==> src/rtl/pid_hysteresis_heater_control_assert.svh <==
// Assertion macros shared by the heater controller RTL.
// No dependencies; included by the modules that carry checks.
`ifndef PID_HYSTERESIS_HEATER_CONTROL_ASSERT_SVH
`define PID_HYSTERESIS_HEATER_CONTROL_ASSERT_SVH

`ifndef NO_ASSERTIONS

// Same-cycle implication, checked outside reset
`define PHHC_ASSERT_IMPL(lbl, clk_i, rstn_i, ante, cons) \
  lbl: assert property (@(posedge clk_i) disable iff (!rstn_i) (ante) |-> (cons)) \
    else $error("phhc: assertion failed");

// Next-cycle implication, checked outside reset
`define PHHC_ASSERT_NEXT(lbl, clk_i, rstn_i, ante, cons) \
  lbl: assert property (@(posedge clk_i) disable iff (!rstn_i) (ante) |=> (cons)) \
    else $error("phhc: assertion failed");

`else

`define PHHC_ASSERT_IMPL(lbl, clk_i, rstn_i, ante, cons)
`define PHHC_ASSERT_NEXT(lbl, clk_i, rstn_i, ante, cons)

`endif

`endif

==> src/rtl/phhc_pkg.sv <==
// Shared types and constants of the heater controller.
// No dependencies; imported by every module of the block.
package phhc_pkg;

  // Fixed-point formats
  localparam int TEMP_FRAC_BITS = 5;
  localparam int GAIN_FRAC_BITS = 8;

  // Temperature reported when the sensor read failed (about -3.16 degrees)
  localparam logic signed [15:0] SENTINEL_TEMP = -16'sd101;

  // Drive thresholds of the switching rule
  localparam logic signed [31:0] DRIVE_OFF_MAX = 32'(3 << TEMP_FRAC_BITS);
  localparam logic signed [31:0] DRIVE_ON_MIN  = 32'(((1 << TEMP_FRAC_BITS) + 5) / 10);

  // Signed 32-bit saturation limits
  localparam logic signed [31:0] SAT_MAX = 32'sh7FFF_FFFF;
  localparam logic signed [31:0] SAT_MIN = 32'sh8000_0000;

  // PID accumulator width: sum of three products
  localparam int ACC_W = 51;

  // Mode codes of the request
  localparam logic [1:0] MODE_POLL  = 2'd0;
  localparam logic [1:0] MODE_CTRL  = 2'd1;
  localparam logic [1:0] MODE_FORCE_ON  = 2'd2;
  localparam logic [1:0] MODE_FORCE_OFF = 2'd3;

  // Operation after classification
  typedef enum logic [1:0] {
    OP_POLL = 2'd0,
    OP_CTRL = 2'd1,
    OP_ON   = 2'd2,
    OP_OFF  = 2'd3
  } op_t;

  // Queue entry between front and back
  typedef struct packed {
    op_t                op;
    logic signed [15:0] temp;
    logic               touch_edge;
  } q_item_t;

  localparam int QUEUE_DEPTH = 2;
  localparam int QPTR_W      = (QUEUE_DEPTH > 1) ? $clog2(QUEUE_DEPTH) : 1;
  localparam int QCNT_W      = $clog2(QUEUE_DEPTH + 1);

  // Result of one request
  typedef struct packed {
    logic               heater_on;
    logic signed [31:0] drive_value;
    logic               loop_enabled;
    logic signed [15:0] temperature_used;
  } res_t;

  // Configuration registers
  typedef struct packed {
    logic signed [15:0] target_temperature;
    logic [15:0]        gain_proportional;
    logic [15:0]        gain_integral;
    logic [15:0]        gain_derivative;
    logic [11:0]        off_band;
    logic [11:0]        on_band;
    logic               touch_reenables;
  } cfg_t;

  localparam int CFG_ADDR_W = 5;
  localparam int REG_IDX_W  = 3;

  localparam logic [REG_IDX_W-1:0] REG_TARGET    = 3'd0;
  localparam logic [REG_IDX_W-1:0] REG_GAIN_P    = 3'd1;
  localparam logic [REG_IDX_W-1:0] REG_GAIN_I    = 3'd2;
  localparam logic [REG_IDX_W-1:0] REG_GAIN_D    = 3'd3;
  localparam logic [REG_IDX_W-1:0] REG_OFF_BAND  = 3'd4;
  localparam logic [REG_IDX_W-1:0] REG_ON_BAND   = 3'd5;
  localparam logic [REG_IDX_W-1:0] REG_TOUCH_REN = 3'd6;

  localparam logic signed [15:0] RST_TARGET = 16'sd0;
  localparam logic [15:0]        RST_GAIN_P = 16'd307;
  localparam logic [15:0]        RST_GAIN_I = 16'd179;
  localparam logic [15:0]        RST_GAIN_D = 16'd614;
  localparam logic [11:0]        RST_OFF_BAND = 12'd96;
  localparam logic [11:0]        RST_ON_BAND  = 12'd3;

endpackage

==> src/rtl/phhc_regs.sv <==
// APB-style configuration registers of the heater controller.
// Depends on phhc_pkg for the register map and the cfg_t bundle.
module phhc_regs (
  input  logic                            clk,
  input  logic                            rst_n,
  input  logic                            psel,
  input  logic                            penable,
  input  logic                            pwrite,
  input  logic [phhc_pkg::CFG_ADDR_W-1:0] paddr,
  input  logic [31:0]                     pwdata,
  output logic [31:0]                     prdata,
  output logic                            pready,
  output phhc_pkg::cfg_t                  cfg
);
  import phhc_pkg::*;

  cfg_t                 cfg_r, cfg_nxt;
  logic [REG_IDX_W-1:0] idx;
  logic                 wr_en;

  assign pready = 1'b1;
  assign idx    = paddr[CFG_ADDR_W-1:2];
  assign wr_en  = psel && penable && pwrite;
  assign cfg    = cfg_r;

  // Decode the write
  always_comb begin
    cfg_nxt = cfg_r;
    if (wr_en) begin
      case (idx)
        REG_TARGET:    cfg_nxt.target_temperature = pwdata[15:0];
        REG_GAIN_P:    cfg_nxt.gain_proportional  = pwdata[15:0];
        REG_GAIN_I:    cfg_nxt.gain_integral      = pwdata[15:0];
        REG_GAIN_D:    cfg_nxt.gain_derivative    = pwdata[15:0];
        REG_OFF_BAND:  cfg_nxt.off_band           = pwdata[11:0];
        REG_ON_BAND:   cfg_nxt.on_band            = pwdata[11:0];
        REG_TOUCH_REN: cfg_nxt.touch_reenables    = pwdata[0];
        default:       cfg_nxt = cfg_r;
      endcase
    end
  end

  always_ff @(posedge clk) begin
    if (!rst_n) begin
      cfg_r.target_temperature <= RST_TARGET;
      cfg_r.gain_proportional  <= RST_GAIN_P;
      cfg_r.gain_integral      <= RST_GAIN_I;
      cfg_r.gain_derivative    <= RST_GAIN_D;
      cfg_r.off_band           <= RST_OFF_BAND;
      cfg_r.on_band            <= RST_ON_BAND;
      cfg_r.touch_reenables    <= 1'b0;
    end else begin
      cfg_r <= cfg_nxt;
    end
  end

  // Return the addressed register
  always_comb begin
    case (idx)
      REG_TARGET:    prdata = {{16{cfg_r.target_temperature[15]}}, cfg_r.target_temperature};
      REG_GAIN_P:    prdata = {16'd0, cfg_r.gain_proportional};
      REG_GAIN_I:    prdata = {16'd0, cfg_r.gain_integral};
      REG_GAIN_D:    prdata = {16'd0, cfg_r.gain_derivative};
      REG_OFF_BAND:  prdata = {20'd0, cfg_r.off_band};
      REG_ON_BAND:   prdata = {20'd0, cfg_r.on_band};
      REG_TOUCH_REN: prdata = {31'd0, cfg_r.touch_reenables};
      default:       prdata = '0;
    endcase
  end

endmodule

==> config.mk <==
export PLATFORM = sky130hd
export DESIGN_NAME = phhc_regs
export DESIGN_NICKNAME = d
export VERILOG_FILES = /design/src/rtl/pid_hysteresis_heater_control_assert.svh /design/src/rtl/phhc_pkg.sv /design/src/rtl/phhc_regs.sv
export SDC_FILE = /design/constraint.sdc
export NUM_CORES = 1
export LEC_CHECK = 0
export ABC_AREA = 1
export ABC_CLOCK_PERIOD_IN_PS = 2100
export BUFFER_PORTS_ARGS = -buffer_cell sky130_fd_sc_hd__buf_2
export CORE_UTILIZATION = 40
export DETAILED_ROUTE_END_ITERATION = 10
export PLACE_DENSITY_LB_ADDON = 0.3
export SKIP_LAST_GASP = 1
export SLEW_MARGIN = 20
export SYNTH_ARGS = -nofsm -noshare
export SYNTH_HDL_FRONTEND = slang
export SYNTH_SLANG_ARGS = --single-unit
==> constraint.sdc <==
create_clock -name clk -period 2.1 [get_ports clk]
set_input_delay 0.42 -clock clk [delete_from_list [all_inputs] [get_ports clk]]
set_output_delay 0.42 -clock clk [all_outputs]
set_load 0.1 [all_outputs]
==> results_tabular.tex, run 1 <==
\begin{tabular}{lr}
\hline
Metric & Value \\
\hline
\multicolumn{2}{l}{\textbf{Yosys}} \\
\quad Primary FF master, synth & sky130\_fd\_sc\_hd\_\_dfxtp\_1 \\
\quad Cell area after synthesis & 4550 um2 \\
\quad Ys async rst share & 0 \\
\quad Synth top cells by count & sky130\_fd\_sc\_hd\_\_nand2\_1, sky130\_fd\_sc\_hd\_\_nor2\_1, sky130\_fd\_sc\_hd\_\_nand3\_1 \\
\quad Largest cells by area after synthesis & sky130\_fd\_sc\_hd\_\_dfxtp\_1, sky130\_fd\_sc\_hd\_\_nand2\_1, sky130\_fd\_sc\_hd\_\_nor2\_1 \\
\quad Post-synthesis instance total & 717 \\
\quad Most area-hungry cell type in the Yosys netlist & sky130\_fd\_sc\_hd\_\_dfxtp\_1 \\
\quad Top cell type's share of synthesized area & 0.392 \\
\quad Post-synthesis sequential element count & 89 \\
\quad Count of unique library cells instantiated by Yosys & 20 \\
\quad Most common cell in the netlist & sky130\_fd\_sc\_hd\_\_nand2\_1 \\
\quad Sequential fraction of the synthesis area & 0.392 \\
\quad Yosys Warn Count & 0 \\
\quad Post-synthesis average cell area & 6.34 um2 \\
\quad Synthesized Nets & 759 \\
\quad EDFF count, synth & 0 \\
\multicolumn{2}{l}{\textbf{Die}} \\
\quad Die Area & 11,800 um2 \\
\quad Die Span Y & 109 um \\
\quad Core box area & 11,000 um2 \\
\quad Number of cell rows & 38 \\
\quad Number of primary I/O pins & 164 \\
\quad Starting utilization of the core area & 0.414 \\
\quad Width of the die & 109 um \\
\multicolumn{2}{l}{\textbf{Clocking}} \\
\quad Clock-pin slew reported for the worst setup and hold paths after clock tree synthesis & 0.06 ns \\
\quad Hold-fix buffer count after cts & 0 \\
\quad CTS H-tree lvls & 3 \\
\quad TritonCTS clock tree & done \\
\quad Total CTS buffers & 9 \\
\quad CTS Buffer Depth & 2 \\
\quad Sink count of the clock tree & 89 \\
\quad Root buffer cell & sky130\_fd\_sc\_hd\_\_clkbuf\_16 \\
\quad Clock network latency to the later pin of the worst-skew pair & 0.34 ns \\
\multicolumn{2}{l}{\textbf{Timing}} \\
\quad Hold Vio Cnt, Final & 0 \\
\quad Time the worst path needs with I/O delays and setup & 2.00 ns \\
\quad Fraction of the cycle the final worst path needs & 0.954 \\
\quad Pin slew with the least headroom to its limit & 0.520 ns \\
\quad Min setup slack post-route & 0.0964 ns \\
\quad Achievable frequency & 499 MHz \\
\quad Number of slew-limit violations in the final report & 0 \\
\quad Final setup skew & 0 ns \\
\quad Worst relative slew slack & 0.656 \\
\quad RSZ-0062 raised after global routing & no \\
\quad Count of endpoints failing setup in the final report & 0 \\
\multicolumn{2}{l}{\textbf{Routing}} \\
\quad Ratio of routed vias to standard cells & 4.96 \\
\quad Wirelength per Cell & 14.5 um \\
\quad Remaining design rule violation count & 0 \\
\quad Via count & 4,898 \\
\quad First drt pass iteration count & 5 \\
\quad DRC marker count from the first detailed-route iteration & 324 \\
\quad Remaining antenna violation count & 0 \\
\quad Total routed wirelength & 14,300 um \\
\multicolumn{2}{l}{\textbf{Worst setup path}} \\
\quad Logic depth of the worst register-to-register path & 2 \\
\quad Nature of the critical path startpoint & input port \\
\quad Crit path capture type & output port \\
\quad Critical R2R Capture & cfg[84] \\
\quad CP required & 1.68 ns \\
\quad Kind of critical path & in2out \\
\quad Crit path max fanout & 26 \\
\quad Source of the worst register-to-register timing path & cfg[84] \\
\quad Crit path DAT & 1.58 ns \\
\quad Register-to-register path setup slack & 1.46 ns \\
\multicolumn{2}{l}{\textbf{Hold path}} \\
\quad Worst Hold End & cfg[27] \\
\quad Hold Path Origin & pwdata[2] \\
\quad Hold WC Path Type & in2reg \\
\quad Worst hold stages & 3 \\
\multicolumn{2}{l}{\textbf{Finish}} \\
\quad Count of filler cells inserted in the layout & 1,072 \\
\quad Number of diodes & 0 \\
\quad Final-stage net count & 885 \\
\quad Area occupied by multi-input gates & 2290 um2 \\
\quad Layout Area Growth over Synthesis & 39.8\% \\
\quad Sequential cell area in the final layout & 1890 um2 \\
\quad Flip-flop count of the largest register after layout & 89 \\
\quad Proportion of layout cells with a drive suffix above 1 & 0.366 \\
\multicolumn{2}{l}{\textbf{GRT}} \\
\quad Antenna violations before repair & 1 \\
\quad Number of global-route vias before repair & 4,334 \\
\quad Total congestion overflow & 0 \\
\quad Tot GR Track Use & 0.246 \\
\quad Maximum number of pins on one net before global-route repair & 90 \\
\quad First-pass GRT wire length & 22,300 um \\
\multicolumn{2}{l}{\textbf{Power and ir drop}} \\
\quad Total Power Consumption & 3930 uW \\
\quad Max VDD drop & 0.000479 V \\
\quad Leakage power summed over all cells & 0.00310 uW \\
\quad PD cells & 618 nW/um2 \\
\multicolumn{2}{l}{\textbf{Placed design}} \\
\quad Estimated wirelength of the detail-placed design & 10,200 um \\
\quad Port bufs & 144 \\
\quad Worst setup timing slack at the placement stage & 0.0211 ns \\
\quad Global placement routability congestion & 0.917 \\
\multicolumn{2}{l}{\textbf{Job}} \\
\quad Count of maximum capacitance violations & 0 \\
\multicolumn{2}{l}{\textbf{Run status}} \\
\quad Run status & complete, no violations \\
\hline
\end{tabular}
logic make-up (layout without fill, tap and decap cells):
kind of cell           Yosys count  after routing  synth area share
buffers and inverters          100            230             0.117
AOI/OAI and AO/OA                3              3           0.00330
and+or+nand+nor                524            524             0.487
DFF                             89             89             0.392
other                            1              1          0.000824
area by class of cell:
cell class / instances / share of cell area
Inverter: 42 / 0.0281
Sequential cell: 89 / 0.297
Clock buffer: 10 / 0.0360
Multi-Input combinational cell: 528 / 0.361
Clock inverter: 5 / 0.00531
Tap cell: 140 / 0.0275
Timing Repair Buffer: 173 / 0.245
per-layer routing:
layer	wire (um)	vias to the layer above	part of all wire	track usage
li1	-	2458	-	-
met1	5870	2201	0.41	0.302
met2	7100	229	0.50	0.428
met3	1180	10	0.083	0.0658
met4	144	0	0.010	0.0531
met5	0	-	0	0
how the worst max path moves through the flow:
stage	start	end	slack (ns)	cells after the start
2_1_floorplan	paddr[4]	prdata[17]	-0.19	6
3_3_place_gp	paddr[2]	prdata[7]	0.03	10
3_5_place_dp	paddr[2]	prdata[7]	0.02	10
4_1_cts	paddr[2]	prdata[7]	0.02	10
5_1_grt	paddr[2]	prdata[7]	0.004	10
6_report	paddr[2]	prdata[10]	0.1	10
power breakdown:
part / total [uW] / internal [uW] / switching (uW)
combinational: 731 / 194 / 537
clock: 1470 / 794 / 674
sequential: 1730 / 1710 / 17.7
metrics by stage:
step           cells  hold slack (ns)  utilization  instance area [um2]  setup TNS, ns
6_report         987            0.310        0.579                 6360              0
5_1_grt          987            0.319        0.579                 6360              0
4_1_cts          987            0.307        0.579                 6360              0
3_5_place_dp     972            0.446        0.555                 6090              0
3_3_place_gp     972            0.444        0.555                 6090              0
2_1_floorplan    717            0.546            -                 4810          -2.39
worst max-delay path, stage by stage:
cell	delay (ns)
sky130_fd_sc_hd__clkbuf_4	0.20
sky130_fd_sc_hd__inv_12	0.10
sky130_fd_sc_hd__nand2_1	0.06
sky130_fd_sc_hd__nor2_2	0.13
sky130_fd_sc_hd__buf_12	0.18
sky130_fd_sc_hd__nand2_1	0.07
sky130_fd_sc_hd__nand2_1	0.09
sky130_fd_sc_hd__inv_1	0.05
sky130_fd_sc_hd__nand2_2	0.09
sky130_fd_sc_hd__buf_12	0.17
what timing repair did:
item	4_1_cts	5_1_grt
endpoints found under the setup margin	0	2
gates resized for setup	0	2
buffers inserted	0	0
cells in the final DEF, fill, tap and decap left out, types with 2 or more instances in the layout:
cell	count
sky130_fd_sc_hd__nor2_2	5
sky130_fd_sc_hd__nand3_2	2
sky130_fd_sc_hd__buf_12	43
sky130_fd_sc_hd__buf_2	110
sky130_fd_sc_hd__inv_1	37
sky130_fd_sc_hd__nand4_1	19
sky130_fd_sc_hd__clkinv_2	2
sky130_fd_sc_hd__nand2_1	221
sky130_fd_sc_hd__nand2_4	2
sky130_fd_sc_hd__nor2_4	7
sky130_fd_sc_hd__buf_4	18
sky130_fd_sc_hd__nor2_1	159
sky130_fd_sc_hd__dfxtp_2	86
sky130_fd_sc_hd__clkbuf_4	2
sky130_fd_sc_hd__nand2_2	15
sky130_fd_sc_hd__inv_2	2
sky130_fd_sc_hd__clkinvlp_4	3
sky130_fd_sc_hd__o21ai_0	2
sky130_fd_sc_hd__clkbuf_16	9
sky130_fd_sc_hd__dfxtp_1	3
sky130_fd_sc_hd__nand3_1	93
No activity file was read; power rests on OpenSTA's default activity.
==> run 2: changes to the inputs <==
CORE_MARGIN = 2   (was unset)
PLACE_DENSITY = 0.67   (was unset)
PLACE_DENSITY_LB_ADDON = unset   (was 0.3)
==> results_tabular.tex, run 2 (synthesis results as in run 1) <==
\begin{tabular}{lr}
\hline
Metric & Value \\
\hline
\multicolumn{2}{l}{\textbf{Routing}} \\
\quad DRC marker count from the first detailed-route iteration & 319 (-1.5\%) \\
\quad Met1 routed wirelength after detailed routing & 5960 um (+1.6\%) \\
\quad Top layer in use & met4 \\
\quad Ratio of routed vias to standard cells & 4.99 (+0.53\%) \\
\quad Total routed wirelength & 14,700 um (+2.9\%) \\
\quad Total met3 wirelength after detailed routing & 1260 um (+6.8\%) \\
\quad Remaining antenna violation count & 0 (unchanged) \\
\quad Amount of wire on met2 after detailed routing & 7050 um (-0.63\%) \\
\quad Wirelength per Cell & 14.8 um (+2.4\%) \\
\quad First drt pass iteration count & 5 (unchanged) \\
\quad Remaining design rule violation count & 0 (unchanged) \\
\quad Via count & 4,949 (+1.0\%) \\
\multicolumn{2}{l}{\textbf{Timing}} \\
\quad Fraction of the cycle the final worst path needs & 0.984 (+0.0302) \\
\quad Min setup slack post-route & 0.0329 ns (-0.0635 ns) \\
\quad Count of endpoints failing setup in the final report & 0 (unchanged) \\
\quad Worst relative slew slack & 0.657 (+0.000947) \\
\quad Achievable frequency & 484 MHz (-3.1\%) \\
\quad RSZ-0062 raised after global routing & yes \\
\quad Pin slew with the least headroom to its limit & 0.518 ns (-0.00143 ns) \\
\quad Final setup skew & 0 ns (unchanged) \\
\quad Time the worst path needs with I/O delays and setup & 2.07 ns (+0.0635 ns) \\
\quad Hold Vio Cnt, Final & 0 (unchanged) \\
\quad Number of slew-limit violations in the final report & 0 (unchanged) \\
\multicolumn{2}{l}{\textbf{Worst setup path}} \\
\quad Critical-path cell list & buf\_2 -> clkinv\_4 -> buf\_4 -> nand4\_1 -> nand2\_1 -> nor2\_1 -> nand2\_2 -> buf\_12 \\
\quad Kind of critical path & in2out \\
\quad Crit path max fanout & 11 (-58\%) \\
\quad Nature of the critical path startpoint & input port \\
\quad Register-to-register path setup slack & 1.49 ns (+0.03 ns) \\
\quad Source of the worst register-to-register timing path & cfg[1] \\
\quad Number of gates on the worst path with buffers counted & 8 (-2) \\
\quad Critical R2R Capture & cfg[1] \\
\quad Crit path capture type & output port \\
\quad Critical path startpoint & paddr[3] \\
\quad Logic depth of the worst register-to-register path & 2 (unchanged) \\
\quad CP max-delay cell & sky130\_fd\_sc\_hd\_\_buf\_2 \\
\quad Critical Path End & prdata[3] \\
\quad CP required & 1.68 ns (about the same) \\
\quad Delay of the slowest cell on the worst path & 0.22 ns (+0.02 ns) \\
\quad CP Buf/Inv Count & 4 (-1) \\
\quad Cell family with most CP delay & buffers and inverters \\
\quad Crit path DAT & 1.65 ns (+0.07 ns) \\
\multicolumn{2}{l}{\textbf{Clocking}} \\
\quad Hold-fix buffer count after cts & 0 (unchanged) \\
\quad Post-CTS setup buffers & 0 (unchanged) \\
\quad Sink count of the clock tree & 89 (unchanged) \\
\quad Clock network latency to the later pin of the worst-skew pair & 0.33 ns (about the same) \\
\quad Total CTS buffers & 9 (unchanged) \\
\quad Clock-pin slew reported for the worst setup and hold paths after clock tree synthesis & 0.06 ns (about the same) \\
\quad CTS H-tree lvls & 3 (unchanged) \\
\quad Root buffer cell & sky130\_fd\_sc\_hd\_\_clkbuf\_16 \\
\quad TritonCTS clock tree & done \\
\quad CTS Buffer Depth & 2 (unchanged) \\
\multicolumn{2}{l}{\textbf{Power and ir drop}} \\
\quad Leakage power summed over all cells & 0.00315 uW (+1.6\%) \\
\quad Total Power Consumption & 4200 uW (+6.8\%) \\
\quad Max VDD drop & 0.000503 V (+4.8\%) \\
\quad PD cells & 652 nW/um2 (+5.5\%) \\
\multicolumn{2}{l}{\textbf{Finish}} \\
\quad Number of diodes & 0 (unchanged) \\
\quad Layout Area Growth over Synthesis & 41.5\% \\
\quad Leading cell type in the layout, fill and taps excluded & sky130\_fd\_sc\_hd\_\_nand2\_1 \\
\quad Leading cell types in the layout, fill and taps excluded & sky130\_fd\_sc\_hd\_\_nand2\_1, sky130\_fd\_sc\_hd\_\_nor2\_1, sky130\_fd\_sc\_hd\_\_buf\_2 \\
\quad Post-route cell area & 6440 um2 (+1.2\%) \\
\quad Proportion of layout cells with a drive suffix above 1 & 0.370 (+0.00372) \\
\quad Final-stage net count & 889 (+0.45\%) \\
\quad Flip-flop count of the largest register after layout & 89 (unchanged) \\
\multicolumn{2}{l}{\textbf{Placed design}} \\
\quad Placed Instance Area & 6110 um2 (+0.29\%) \\
\quad Port bufs & 144 (unchanged) \\
\quad Estimated wirelength of the detail-placed design & 10,600 um (+4.6\%) \\
\quad Global placement routability congestion & 0.837 (-8.6\%) \\
\quad Worst setup timing slack at the placement stage & 0.0102 ns (-0.0109 ns) \\
\multicolumn{2}{l}{\textbf{GRT}} \\
\quad Antenna violations before repair & 1 (unchanged) \\
\quad Total congestion overflow & 0 (unchanged) \\
\quad First-pass GRT wire length & 23,900 um (+7.1\%) \\
\quad Tot GR Track Use & 0.241 (-0.00440) \\
\quad Number of global-route vias before repair & 4,704 (+8.5\%) \\
\quad Maximum number of pins on one net before global-route repair & 90 (unchanged) \\
\multicolumn{2}{l}{\textbf{Die}} \\
\quad Number of cell rows & 38 (unchanged) \\
\quad Number of primary I/O pins & 164 (unchanged) \\
\quad Die Area & 12,200 um2 (+3.7\%) \\
\quad Width of the die & 111 um (+1.8\%) \\
\quad Core box area & 11,000 um2 (unchanged) \\
\quad Die Span Y & 111 um (+1.8\%) \\
\quad Starting utilization of the core area & 0.414 (unchanged) \\
\multicolumn{2}{l}{\textbf{Run status}} \\
\quad Run status & complete, no violations \\
\multicolumn{2}{l}{\textbf{Job}} \\
\quad Count of maximum capacitance violations & 0 (unchanged) \\
\multicolumn{2}{l}{\textbf{Hold path}} \\
\quad Worst hold stages & 3 (unchanged) \\
\quad Hold WC Path Type & in2reg \\
\hline
\end{tabular}
-- run 2: power breakdown --
group | switching (uW) | internal (uW) | leakage (uW)
clock | 660 | 1070 | 0.000159
sequential | 17.6 | 1710 | 0.000744
combinational | 539 | 194 | 0.00224
-- run 2: final cells by class --
class / instances / area [um2]
Sequential cell: 89 / 1890
Fill cell: 1044 / 4540
Multi-Input combinational cell: 528 / 2290
Tap cell: 140 / 175
Inverter: 42 / 179
Clock buffer: 11 / 243
Clock inverter: 5 / 78.8
Timing Repair Buffer: 177 / 1580
-- run 2: how the worst min path moves through the flow --
stage | startpoint | endpoint
after detailed placement | cfg[18] | cfg[18]
after global placement | cfg[42] | cfg[42]
after CTS | pwdata[9] | cfg[34]
after global routing | pwdata[9] | cfg[34]
final | pwdata[9] | cfg[34]
after floorplan | pwdata[5] | cfg[18]
-- run 2: stage by stage --
stage	setup TNS, ns	cells	hold slack [ns]	utilization
finish	0	992	0.310	0.586
global placement	0	976	0.443	0.556
detailed placement	0	976	0.447	0.556
global route	-0.0767	992	0.336	0.586
floorplan	-2.39	717	0.546	-
CTS	0	992	0.307	0.586
-- run 2: worst reg2reg max path, stage by stage (launching register included) --
cell                      delay, ns
sky130_fd_sc_hd__dfxtp_2       0.32
sky130_fd_sc_hd__o21ai_0       0.07
sky130_fd_sc_hd__nand3_1       0.08
-- run 2: repair_timing --
item,in CTS,in global routing
resized for setup,0,3
setup endpoints to repair,0,8
endpoints found under the hold margin,0,0
-- run 2: layer usage --
metal	vias up	global-route usage
met1	2242	0.301
met4	0	0.0950
li1	2468	-
met5	-	0
met3	26	0.0477
met2	213	0.409
==> run 3: changes to the inputs <==
--- a/config.mk
+++ b/config.mk
@@ -7,10 +7,9 @@
 export LEC_CHECK = 0
 export ABC_AREA = 1
-export ABC_CLOCK_PERIOD_IN_PS = 2100
+export ABC_CLOCK_PERIOD_IN_PS = 1700
 export BUFFER_PORTS_ARGS = -buffer_cell sky130_fd_sc_hd__buf_2
 export CORE_MARGIN = 2
-export CORE_UTILIZATION = 40
+export CORE_UTILIZATION = 33
 export DETAILED_ROUTE_END_ITERATION = 10
-export PLACE_DENSITY = 0.67
 export SKIP_LAST_GASP = 1
 export SLEW_MARGIN = 20
==> constraint.sdc (replaced) <==
create_clock -name clk -period 1.7 [get_ports clk]
set_input_delay 0.255 -clock clk [delete_from_list [all_inputs] [get_ports clk]]
set_output_delay 0.255 -clock clk [all_outputs]
set_load 0.1 [all_outputs]
==> results_tabular.tex, run 3 (synthesis results as in run 1) <==
\begin{tabular}{lr}
\hline
Metric & Value \\
\hline
\multicolumn{2}{l}{\textbf{Worst setup path}} \\
\quad Crit path max fanout & 23 (+12) \\
\quad Kind of critical path & in2out \\
\quad Crit path DAT & 1.37 ns (-0.28 ns) \\
\quad Source of the worst register-to-register timing path & cfg[1] \\
\quad Crit path capture type & output port \\
\quad Critical path startpoint & paddr[4] \\
\quad CP required & 1.44 ns (-0.24 ns) \\
\quad Nature of the critical path startpoint & input port \\
\multicolumn{2}{l}{\textbf{Finish}} \\
\quad Final-stage net count & 892 (+0.34\%) \\
\quad Post-route cell area & 6610 um2 (+2.7\%) \\
\quad Final cell count without fillers & 1,031 (+3.9\%) \\
\quad Leading cell types in the layout, fill and taps excluded & sky130\_fd\_sc\_hd\_\_nand2\_1, sky130\_fd\_sc\_hd\_\_nor2\_1, sky130\_fd\_sc\_hd\_\_buf\_2 \\
\quad Proportion of layout cells with a drive suffix above 1 & 0.377 (+0.00689) \\
\quad Number of diodes & 0 (unchanged) \\
\quad Flip-flop count of the largest register after layout & 89 (unchanged) \\
\quad Layout Area Growth over Synthesis & 45.3\% \\
\quad Leading cell type in the layout, fill and taps excluded & sky130\_fd\_sc\_hd\_\_nand2\_1 \\
\multicolumn{2}{l}{\textbf{GRT}} \\
\quad Tot GR Track Use & 0.206 (-0.0348) \\
\quad Number of global-route vias before repair & 4,399 (-6.5\%) \\
\quad Maximum number of pins on one net before global-route repair & 46 (-49\%) \\
\quad Total congestion overflow & 0 (unchanged) \\
\quad First-pass GRT wire length & 23,500 um (-1.6\%) \\
\quad Antenna violations before repair & 0 (-1) \\
\multicolumn{2}{l}{\textbf{Timing}} \\
\quad Worst relative slew slack & 0.659 (+0.00233) \\
\quad RSZ-0062 raised after global routing & no \\
\quad Achievable frequency & 617 MHz \\
\quad Final setup skew & 0 ns (unchanged) \\
\quad Fraction of the cycle the final worst path needs & 0.953 \\
\quad Hold Vio Cnt, Final & 0 (unchanged) \\
\quad Count of endpoints failing setup in the final report & 0 (unchanged) \\
\quad Number of slew-limit violations in the final report & 0 (unchanged) \\
\quad Time the worst path needs with I/O delays and setup & 1.62 ns \\
\quad Pin slew with the least headroom to its limit & 0.515 ns (-0.00353 ns) \\
\quad Minimum hold slack & 0.148 ns (-0.162 ns) \\
\multicolumn{2}{l}{\textbf{Power and ir drop}} \\
\quad Leakage power summed over all cells & 0.00318 uW (+1.2\%) \\
\quad Max VDD drop & 0.000390 V (-22\%) \\
\quad PD cells & 770 nW/um2 (+18\%) \\
\multicolumn{2}{l}{\textbf{Clocking}} \\
\quad CTS Buffer Depth & 2 (unchanged) \\
\quad Sink count of the clock tree & 89 (unchanged) \\
\quad Clock network latency to the later pin of the worst-skew pair & 0.34 ns (about the same) \\
\quad Hold-fix buffer count after cts & 0 (unchanged) \\
\quad Post-CTS setup buffers & 0 (unchanged) \\
\quad CTS H-tree lvls & 3 (unchanged) \\
\quad Total CTS buffers & 9 (unchanged) \\
\quad Clock-pin slew reported for the worst setup and hold paths after clock tree synthesis & 0.06 ns (about the same) \\
\quad TritonCTS clock tree & done \\
\quad Root buffer cell & sky130\_fd\_sc\_hd\_\_clkbuf\_16 \\
\multicolumn{2}{l}{\textbf{Routing}} \\
\quad Ratio of routed vias to standard cells & 4.72 (-5.4\%) \\
\quad Remaining antenna violation count & 0 (unchanged) \\
\quad Remaining design rule violation count & 0 (unchanged) \\
\quad DRC marker count from the first detailed-route iteration & 295 (-7.5\%) \\
\quad Via count & 4,864 (-1.7\%) \\
\quad First drt pass iteration count & 6 (+1) \\
\quad Wirelength per Cell & 14.7 um (-0.49\%) \\
\quad Total routed wirelength & 15,200 um (+3.4\%) \\
\multicolumn{2}{l}{\textbf{Run status}} \\
\quad Run status & complete, no violations \\
\multicolumn{2}{l}{\textbf{Die}} \\
\quad Starting utilization of the core area & 0.341 (-0.0734) \\
\quad Die Area & 14,700 um2 (+20\%) \\
\quad Width of the die & 121 um (+9.7\%) \\
\quad Die Span Y & 121 um (+9.7\%) \\
\quad Number of cell rows & 42 (+11\%) \\
\quad Number of primary I/O pins & 164 (unchanged) \\
\quad Core box area & 13,300 um2 (+22\%) \\
\multicolumn{2}{l}{\textbf{Hold path}} \\
\quad Hold WC Path Type & in2reg \\
\quad Hold Path Origin & pwdata[7] \\
\multicolumn{2}{l}{\textbf{Placed design}} \\
\quad Placed Instance Area & 6290 um2 (+2.9\%) \\
\quad Port bufs & 144 (unchanged) \\
\quad Placed cell count & 1,015 (+4.0\%) \\
\quad Estimated wirelength of the detail-placed design & 11,100 um (+4.7\%) \\
\quad Global placement routability congestion & 0.863 (+3.0\%) \\
\multicolumn{2}{l}{\textbf{Job}} \\
\quad Count of maximum capacitance violations & 0 (unchanged) \\
\hline
\end{tabular}
==> run 3: final cells by class <==
type | instances | area [um2]
clock inverters | 1 | 5.00
flip-flops and latches | 89 | 1900
clock buffers | 15 | 299
inverters | 42 | 179
fillers | 1346 | 6740
well taps | 176 | 220
multi-input cells | 528 | 2300
repair buffers | 180 | 1710
==> run 3: worst max-delay path: stages <==
cell and delay [ns]:
sky130_fd_sc_hd__buf_2 0.19, sky130_fd_sc_hd__inv_2 0.07, sky130_fd_sc_hd__buf_12 0.16, sky130_fd_sc_hd__nand3_1 0.08
sky130_fd_sc_hd__nand2_1 0.07, sky130_fd_sc_hd__nor2_1 0.16, sky130_fd_sc_hd__buf_4 0.14, sky130_fd_sc_hd__nand2_2 0.05
sky130_fd_sc_hd__buf_12 0.16
==> run 3: power breakdown <==
group          switching, uW  internal (uW)  total [uW]
Clock                    830           1200        2030
Sequential              22.1           2110        2140
Combinational            670            253         923
Total                   1520           3570        5090
==> run 3: worst paths after layout <==
| kind | to | slack [ns] | depth (start not counted) |
|---|---|---|---|
| setup reg to reg | cfg[1] | 1.08 | 2 |
| setup / recovery | prdata[3] | 0.08 | 9 |
| hold reg to reg | cfg[45] | 0.46 | 2 |
| hold / removal | cfg[48] | 0.15 | 3 |
==> run 3: per-stage QoR <==
step / utilization / power, uW / worst slack, ns / setup TNS [ns]
2_1_floorplan: - / 2810 / -0.197 / -2.61
3_3_place_gp: 0.471 / 3100 / -0.00421 / -0.00796
4_1_cts: 0.494 / 5120 / 0.0269 / 0
6_report: 0.495 / 5090 / 0.0793 / 0
3_5_place_dp: 0.471 / 3100 / -0.0166 / -0.0200
5_1_grt: 0.495 / 5250 / 0.0131 / 0
==> run 3: per-layer routing <==
metal,track usage,share of wire,up-vias
met5,0,0,-
met4,0.0582,0.016,0
met3,0.0470,0.063,18
met2,0.349,0.49,154
met1,0.264,0.43,2212
li1,-,-,2480
==> run 3: repair_timing <==
action,in CTS,in global routing
gates resized for setup,2,3
gates cloned,0,0
endpoints found under the hold margin,0,0
endpoints found under the setup margin,4,4
